$ cat src/rtl/core/pdca_pkg.sv
// Shared types and constants of the clamped PI drive controller.
// Used by the configuration registers, the control law and the top level.
// Depends on nothing.
package pdca_pkg;

  // Fraction bits kept in the drive accumulator; legal range 12 to 24.
  localparam int DRIVE_FRACTION_BITS = 20;
  // A Q8.8 by Q4.12 product carries 20 fraction bits.
  localparam int PRODUCT_FRAC = 20;
  localparam int DRIVE_MAX    = 100;
  localparam int DRIVE_START  = 72;

  // Shifts that bring a product to the accumulator scale.
  localparam int RSH = (DRIVE_FRACTION_BITS <= PRODUCT_FRAC) ?
                       (PRODUCT_FRAC - DRIVE_FRACTION_BITS) : 0;
  localparam int LSH = (DRIVE_FRACTION_BITS > PRODUCT_FRAC) ?
                       (DRIVE_FRACTION_BITS - PRODUCT_FRAC) : 0;

  // Accumulator width: just enough for 100 << DRIVE_FRACTION_BITS.
  localparam int ACC_W = $clog2((longint'(DRIVE_MAX) << DRIVE_FRACTION_BITS) + 1);
  // Width of the signed sum of accumulator and both terms.
  localparam int SUM_W = 49 + LSH + 4;

  localparam logic [ACC_W-1:0] DRIVE_TOP   = ACC_W'(DRIVE_MAX) << DRIVE_FRACTION_BITS;
  localparam logic [ACC_W-1:0] DRIVE_RESET = ACC_W'(DRIVE_START) << DRIVE_FRACTION_BITS;

  // Configuration port
  localparam int ADDR_W = 4;
  localparam int DATA_W = 32;

  typedef enum logic [1:0] {
    REG_SETPOINT = 2'd0,
    REG_GAIN_P   = 2'd1,
    REG_GAIN_I   = 2'd2,
    REG_NONE     = 2'd3
  } reg_idx_t;

  localparam logic signed [15:0] SETPOINT_RESET = 16'sd0;
  localparam logic [15:0]        GAIN_P_RESET   = 16'd41;
  localparam logic [15:0]        GAIN_I_RESET   = 16'd41;

  // Register values handed to the control law.
  typedef struct packed {
    logic signed [15:0] setpoint;
    logic [15:0]        gain_p;
    logic [15:0]        gain_i;
  } cfg_t;

  // One result beat.
  typedef struct packed {
    logic [6:0]         drive;
    logic signed [16:0] deviation;
    logic               clamped;
  } res_t;

endpackage

$ cat src/rtl/core/pdca_cfg.sv
// Configuration registers of the PI drive controller behind an APB-style port.
// Depends on pdca_pkg for the register map and the cfg_t bundle.
module pdca_cfg (
  input  logic                         clk,
  input  logic                         rst_n,
  input  logic                         psel,
  input  logic                         penable,
  input  logic                         pwrite,
  input  logic [pdca_pkg::ADDR_W-1:0]  paddr,
  input  logic [pdca_pkg::DATA_W-1:0]  pwdata,
  output logic [pdca_pkg::DATA_W-1:0]  prdata,
  output pdca_pkg::cfg_t               cfg
);

  logic signed [15:0] setpoint_r;
  logic [15:0]        gain_p_r;
  logic [15:0]        gain_i_r;
  logic               wr_en;
  pdca_pkg::reg_idx_t idx;

  // Word index from the byte address.
  assign idx   = pdca_pkg::reg_idx_t'(paddr[3:2]);
  assign wr_en = psel && penable && pwrite;

  // Register writes; an index beyond the map is ignored.
  always_ff @(posedge clk) begin
    if (!rst_n) begin
      setpoint_r <= pdca_pkg::SETPOINT_RESET;
      gain_p_r   <= pdca_pkg::GAIN_P_RESET;
      gain_i_r   <= pdca_pkg::GAIN_I_RESET;
    end else if (wr_en) begin
      case (idx)
        pdca_pkg::REG_SETPOINT: setpoint_r <= pwdata[15:0];
        pdca_pkg::REG_GAIN_P:   gain_p_r   <= pwdata[15:0];
        pdca_pkg::REG_GAIN_I:   gain_i_r   <= pwdata[15:0];
        default: ;
      endcase
    end
  end

  // Read-back; the setpoint is returned sign-extended.
  always_comb begin
    case (idx)
      pdca_pkg::REG_SETPOINT: prdata = {{16{setpoint_r[15]}}, setpoint_r};
      pdca_pkg::REG_GAIN_P:   prdata = {16'd0, gain_p_r};
      pdca_pkg::REG_GAIN_I:   prdata = {16'd0, gain_i_r};
      default:                prdata = '0;
    endcase
  end

  assign cfg.setpoint = setpoint_r;
  assign cfg.gain_p   = gain_p_r;
  assign cfg.gain_i   = gain_i_r;

endmodule

$ cat src/rtl/core/pdca_law.sv
// PI control law with clamped drive and anti-windup: holds the drive
// accumulator and the integral, and forms one result from a pitch sample.
// Depends on pdca_pkg.
module pdca_law (
  input  logic                  clk,
  input  logic                  rst_n,
  input  logic                  step,
  input  logic signed [15:0]    pitch,
  input  pdca_pkg::cfg_t        cfg,
  output pdca_pkg::res_t        res
);

  localparam int SUM_W = pdca_pkg::SUM_W;
  localparam int ACC_W = pdca_pkg::ACC_W;

  logic [ACC_W-1:0]       acc_r, acc_nxt;
  logic signed [31:0]     es_r, es_nxt;

  logic signed [16:0]     dev;
  logic signed [16:0]     gp_s, gi_s;
  logic signed [31:0]     es_add, es_back;
  logic signed [33:0]     p_prod;
  logic signed [48:0]     i_prod;
  logic signed [SUM_W-1:0] p_term, i_term, acc_sum;
  logic                   over, under, clip;

  // Add a 17-bit value to the integral, saturating at 32-bit signed.
  function automatic logic signed [31:0] sat_add(input logic signed [31:0] a,
                                                 input logic signed [16:0] b);
    logic signed [32:0] s;
    s = {a[31], a} + {{16{b[16]}}, b};
    if (s[32] != s[31]) begin
      sat_add = s[32] ? {1'b1, 31'd0} : {1'b0, {31{1'b1}}};
    end else begin
      sat_add = s[31:0];
    end
  endfunction

  // Deviation and the integral after this sample.
  assign dev    = {pitch[15], pitch} - {cfg.setpoint[15], cfg.setpoint};
  assign es_add = sat_add(es_r, dev);

  // Both terms: products in Q.20, brought to the accumulator scale.
  assign gp_s   = {1'b0, cfg.gain_p};
  assign gi_s   = {1'b0, cfg.gain_i};
  assign p_prod = dev * gp_s;
  assign i_prod = es_add * gi_s;
  assign p_term = (SUM_W'(p_prod) >>> pdca_pkg::RSH) <<< pdca_pkg::LSH;
  assign i_term = (SUM_W'(i_prod) >>> pdca_pkg::RSH) <<< pdca_pkg::LSH;
  assign acc_sum = $signed({{(SUM_W-ACC_W){1'b0}}, acc_r}) + p_term + i_term;

  // Clamp to 0..100; on a clamp the deviation is taken back out.
  assign over    = acc_sum > $signed({{(SUM_W-ACC_W){1'b0}}, pdca_pkg::DRIVE_TOP});
  assign under   = acc_sum[SUM_W-1];
  assign clip    = over || under;
  assign es_back = sat_add(es_add, -dev);

  always_comb begin
    if (over) begin
      acc_nxt = pdca_pkg::DRIVE_TOP;
    end else if (under) begin
      acc_nxt = '0;
    end else begin
      acc_nxt = acc_sum[ACC_W-1:0];
    end
    es_nxt = clip ? es_back : es_add;
  end

  // State advances once per accepted sample.
  always_ff @(posedge clk) begin
    if (!rst_n) begin
      acc_r <= pdca_pkg::DRIVE_RESET;
      es_r  <= '0;
    end else if (step) begin
      acc_r <= acc_nxt;
      es_r  <= es_nxt;
    end
  end

  assign res.drive     = 7'(acc_nxt >> pdca_pkg::DRIVE_FRACTION_BITS);
  assign res.deviation = dev;
  assign res.clamped   = clip;

`ifndef SYNTH
  // The accumulator never leaves the drive range.
  a_acc_range: assert property (@(posedge clk) disable iff (!rst_n)
    acc_r <= pdca_pkg::DRIVE_TOP)
    else $error("drive accumulator above its top");

  // A clamped step leaves the accumulator at one of the bounds.
  a_clip_bound: assert property (@(posedge clk) disable iff (!rst_n)
    step && clip |=> (acc_r == '0) || (acc_r == pdca_pkg::DRIVE_TOP))
    else $error("clamped step left accumulator off its bounds");

  // Without a sample the state holds.
  a_state_hold: assert property (@(posedge clk) disable iff (!rst_n)
    !step |=> $stable(acc_r) && $stable(es_r))
    else $error("controller state moved without a sample");
`endif

endmodule

$ cat src/rtl/core/pi_drive_controller_antiwindup.sv
//  channel | direction | beat contents (lowest bits first)
//  in_     | slave     | tdata[15:0] pitch (Q8.8)
//  out_    | master    | tdata[6:0] drive, tdata[23:7] deviation; tuser clamped
//  cfg_    | APB       | 0x0 setpoint, 0x4 gain_p, 0x8 gain_i
//
// One beat is taken every cycle while the output is not stalled; each beat passes the
// input register and then the result register, where its result is offered.
// The rate is set by the state loop: integral update, gain multiply, accumulate
// and clamp all complete between the input register and the result register.
// Reset (synchronous, rst_n low) sets drive to 72 and the integral to 0.
// A stalled output holds its beat and back-pressures the input register.
// Depends on pdca_pkg, pdca_cfg and pdca_law.
module pi_drive_controller_antiwindup (
  input  logic                         clk,
  input  logic                         rst_n,
  input  logic                         in_tvalid,
  output logic                         in_tready,
  input  logic [15:0]                  in_tdata,   // [15:0] pitch
  output logic                         out_tvalid,
  input  logic                         out_tready,
  output logic [23:0]                  out_tdata,  // [6:0] drive, [23:7] deviation
  output logic                         out_tuser,  // [0] clamped
  input  logic                         cfg_psel,
  input  logic                         cfg_penable,
  input  logic                         cfg_pwrite,
  input  logic [pdca_pkg::ADDR_W-1:0]  cfg_paddr,
  input  logic [pdca_pkg::DATA_W-1:0]  cfg_pwdata,
  output logic [pdca_pkg::DATA_W-1:0]  cfg_prdata,
  output logic                         cfg_pready
);

  pdca_pkg::cfg_t     cfg;
  pdca_pkg::res_t     res;
  pdca_pkg::res_t     res_r;
  logic               in_vld_r, out_vld_r;
  logic signed [15:0] pitch_r;
  logic               step;

  assign cfg_pready = 1'b1;

  pdca_cfg u_cfg (
    .clk     (clk),
    .rst_n   (rst_n),
    .psel    (cfg_psel),
    .penable (cfg_penable),
    .pwrite  (cfg_pwrite),
    .paddr   (cfg_paddr),
    .pwdata  (cfg_pwdata),
    .prdata  (cfg_prdata),
    .cfg     (cfg)
  );

  // A sample moves on when the result register is free or being emptied.
  assign step      = in_vld_r && (!out_vld_r || out_tready);
  assign in_tready = !in_vld_r || step;

  // Input register.
  always_ff @(posedge clk) begin
    if (!rst_n) begin
      in_vld_r <= 1'b0;
    end else if (in_tready) begin
      in_vld_r <= in_tvalid;
    end
  end

  always_ff @(posedge clk) begin
    if (in_tvalid && in_tready) begin
      pitch_r <= in_tdata;
    end
  end

  pdca_law u_law (
    .clk   (clk),
    .rst_n (rst_n),
    .step  (step),
    .pitch (pitch_r),
    .cfg   (cfg),
    .res   (res)
  );

  // Result register.
  always_ff @(posedge clk) begin
    if (!rst_n) begin
      out_vld_r <= 1'b0;
    end else if (step) begin
      out_vld_r <= 1'b1;
    end else if (out_tready) begin
      out_vld_r <= 1'b0;
    end
  end

  always_ff @(posedge clk) begin
    if (step) begin
      res_r <= res;
    end
  end

  assign out_tvalid = out_vld_r;
  assign out_tdata  = {res_r.deviation, res_r.drive};
  assign out_tuser  = res_r.clamped;

endmodule

$ cat config.mk
export PLATFORM = sky130hd
export DESIGN_NAME = pi_drive_controller_antiwindup
export DESIGN_NICKNAME = d
export VERILOG_FILES = /design/src/rtl/core/pdca_pkg.sv /design/src/rtl/core/pdca_cfg.sv /design/src/rtl/core/pdca_law.sv /design/src/rtl/core/pi_drive_controller_antiwindup.sv
export SDC_FILE = /design/constraint.sdc
export NUM_CORES = 2
export LEC_CHECK = 0
export BUFFER_PORTS_ARGS = -buffer_cell sky130_fd_sc_hd__buf_2
export CORE_ASPECT_RATIO = 1.5
export CORE_MARGIN = 2
export CORE_UTILIZATION = 55
export CTS_CLUSTER_SIZE = 12
export DETAILED_ROUTE_END_ITERATION = 8
export GPL_TIMING_DRIVEN = 0
export PLACE_DENSITY = 0.74
export SLEW_MARGIN = 20
export SYNTH_ARGS = -nofsm -noshare
export SYNTH_HDL_FRONTEND = slang
export SYNTH_HIERARCHICAL = 1
export SYNTH_SLANG_ARGS = --single-unit
export TNS_END_PERCENT = 10
$ cat constraint.sdc
create_clock -name clk -period 14.95 [get_ports clk]
set_input_delay 0 -clock clk [delete_from_list [all_inputs] [get_ports clk]]
set_output_delay 0 -clock clk [all_outputs]
set_load 0.05 [all_outputs]
==> metrics.md <==
| Metric | Value |
|---|---|
| Status | completed |
| GR Util All Layers | 0.389 |
| Simple-gate share of the synthesized area | 0.158 |
| Gpl congestion | 1.04 |
| Area leader, netlist | fa_1 |
| CTS tree | done |
| Largest net degree at the start of global routing | 24 |
| Max Cap Violations | 0 |
| Number of synthesized flops with an enable pin | 41 |
| Gr ovfl total | 0 |
| Clock skew | 15.0 ps |
| Detailed placer's ending HPWL | 123000 um |
| Crit path DAT | 15210 ps |
| Top cell type's share of synthesized area | 0.441 |
| Clock transition at path regs | 70 ps |
| Count of pins over their slew limit | 0 |
| Most frequent cell after synthesis | inv_1 |
| Worst-margin pin slew | 1230 ps |
| Number of global-route vias before repair | 37654 |
| Total CTS buffers | 17 |
| Net total in the final layout | 6221 |
| Hold Crit Class | primary input to flip-flop |
| Layout Cells excl Fill | 6001 |
| CTS sink count | 150 |
| Worst setup EP type | flip-flop |
| Core box area | 77300 um^2 |
| Share of the yosys chip area belonging to registers | 0.0799 |
| Min Tclk post-route | 14870 ps |
| Rel. slew slack | 0.180 |
| Hold Fails Final Rpt | 0 |
| Clk buf depth | 2 |
| Post-synthesis mux area share | 0.0172 |
| Post-synthesis compound-gate area fraction | 0.0848 |
| CP Max Fanout | 10 |
| Syn nets | 5971 |
| Synth Register Bits | 150 |
| Die extent in x | 232 um |
| CP most frequent cell | fa_1 |
| Kind of critical path | flip-flop to flip-flop |
| Post-synthesis xor/xnor area fraction | 0.0242 |
| Ys async rst share | 0 |
| Final Setup Violations | 0 |
| DRC violations left | 0 |
| Final period util | 0.995 |
| CP Launch Type | flip-flop |
| Synth Area per Inst | 9.06 um^2 |
| Area grow syn2layout | 12.2% |
| # IOs | 119 |
| Die height | 345 um |
| Pre-antenna DRT Iters | 6 |
| Rows | 125 |
| Ys flop type | dfxtp_1 |
| Antenna viol nets, final | 0 |
| Drt wl/cell | 24.9 um |
| Starting DRT DRC Count | 2417 |
| Largest family of logic cells by synthesized area | adder cells |
| I/O Buffers | 99 |
| Post-Synthesis Cell Area | 42700 um^2 |
| CP peak stage delay | 650 ps |
| Commonest cells post-synth | inv_1, fa_1, nand2_1, and2_1, ha_1 |
| DR vias/cell | 5.82 |
| Min Hold Slack | 47.2 ps |
| First-pass GRT wire length | 226000 um |
| Data required, critical path | 15290 ps |
| Top cells by area, synth | fa_1, inv_1, ha_1 |
| Antenna violations before repair | 8 |
| CTS Root Cell | clkbuf_16 |
| Via count | 34916 |
| Synth Instances | 4716 |
| YS warnings | 6 |
| Htree depth | 4 |
| Unique cell type count in the Yosys netlist | 95 |
| Clk Latency, worst-skew pair | 480 ps |
| Fmax | 67.2 MHz |
| Critical-path top delay cell | fa_2 |
| Placed insts | 5839 |
| Fill cells | 6499 |
| Share of cells above drive strength 1 | 0.118 |
| Synth Area in Adders | 0.516 |
| Die Area | 80000 um^2 |
| Initial Utilization | 0.553 |
| DRT Wirelength | 149000 um |
## cell families (layout without fill, tap and decap cells)
group           Yosys count  count (layout)
flops                   150             150
buf+inv                1326            1589
mux                      73              73
xor+xnor                118             118
other cells               1               7
simple gates           1308            1308
compound gates          544             544
fa+ha+maj              1196            1196
## worst max-delay path: cells and delay by family (launching register included)
family | cells | cell delay [ps]
AO/OA/AOI/OAI | 21 | 3760
XOR/XNOR | 1 | 260
adder cells (fa/ha/maj) | 13 | 5840
buffers and inverters | 12 | 1570
flip-flops | 1 | 350
multiplexers | 1 | 200
AND/OR/NAND/NOR | 11 | 2700
## what timing repair did
action | in CTS | in global routing
hold buffers | 38 | 0
pin swaps | 32 | 86
endpoints found under the hold margin | 71 | 0
setup buffers | 45 | 55
gates cloned | 2 | 2
endpoints found under the setup margin | 67 | 67
gates resized for setup | 292 | 180
## cells in the final DEF (no fill, tap or decap), types with 103 or more instances in the layout
cell      netlist  routed
a21oi_1       142     109
and2_1        397     396
buf_2          15     104
buf_4          28     134
clkbuf_1      170     103
dfxtp_1       109     107
fa_1          942     915
ha_1          254     235
inv_1        1094    1062
nand2_1       496     492
nor2_1        104     103
nor2b_1       123     113
## metal layers
metal	global-route usage	up-vias	wire length (um)
li1	-	14768	-
met1	0.399	17441	47100
met2	0.636	1916	70700
met3	0.0836	789	11300
met4	0.401	2	20200
met5	0	-	13
## path summary, 6_finish.rpt
check	from	to	slack [ps]	cells past startpoint
hold reg to reg	u_law/acc_r[0]$_SDFFE_PN0P_	u_law/acc_r[0]$_SDFFE_PN0P_	480	2
hold / removal	cfg_psel	u_cfg/setpoint_r[0]$_SDFFE_PN0P_	50	4
setup reg to reg	pitch_r[0]$_DFFE_PP_	u_law/es_r[7]$_SDFFE_PN0P_	80	59
setup / recovery	pitch_r[0]$_DFFE_PP_	u_law/es_r[7]$_SDFFE_PN0P_	80	59
## sequential cells by signal (all words and copies together) (netlist names)
name,count
in_vld_r,1
u_cfg/setpoint_r,16
u_law/es_r,32
u_cfg/gain_p_r,16
out_tdata,24
u_cfg/gain_i_r,16
out_tvalid,1
pitch_r,16
u_law/acc_r,27
out_tuser,1
## per-stage QoR
| stage | util | instance area (um^2) | setup slack [ps] | setup TNS, ps |
|---|---|---|---|---|
| detailed placement | 0.578 | 44700 | -4100 | -256410 |
| floorplan | - | 42700 | 666 | 0 |
| global placement | 0.576 | 44500 | -4030 | -251430 |
| global route | 0.620 | 47900 | -293 | -13330 |
| finish | 0.620 | 47900 | 76.9 | 0 |
| CTS | 0.608 | 47000 | 0.499 | 0 |
## cell type report
cell class                 instances  area [um^2]  share of cell area
clock buffer                      17          425             0.00887
inverter                        1097         4130              0.0862
antenna                            6         15.0            0.000313
timing repair buffer             249         1870              0.0390
tap                             1016         1270              0.0265
buffer                           211         1470              0.0307
sequential                       150         3420              0.0713
multi-input combinational       3240        35200               0.733
clock inverter                    15          183             0.00381
Power is left out: the tool's default activity adds up to more than one toggle a clock period on the data nets, which glitch-free logic cannot reach.
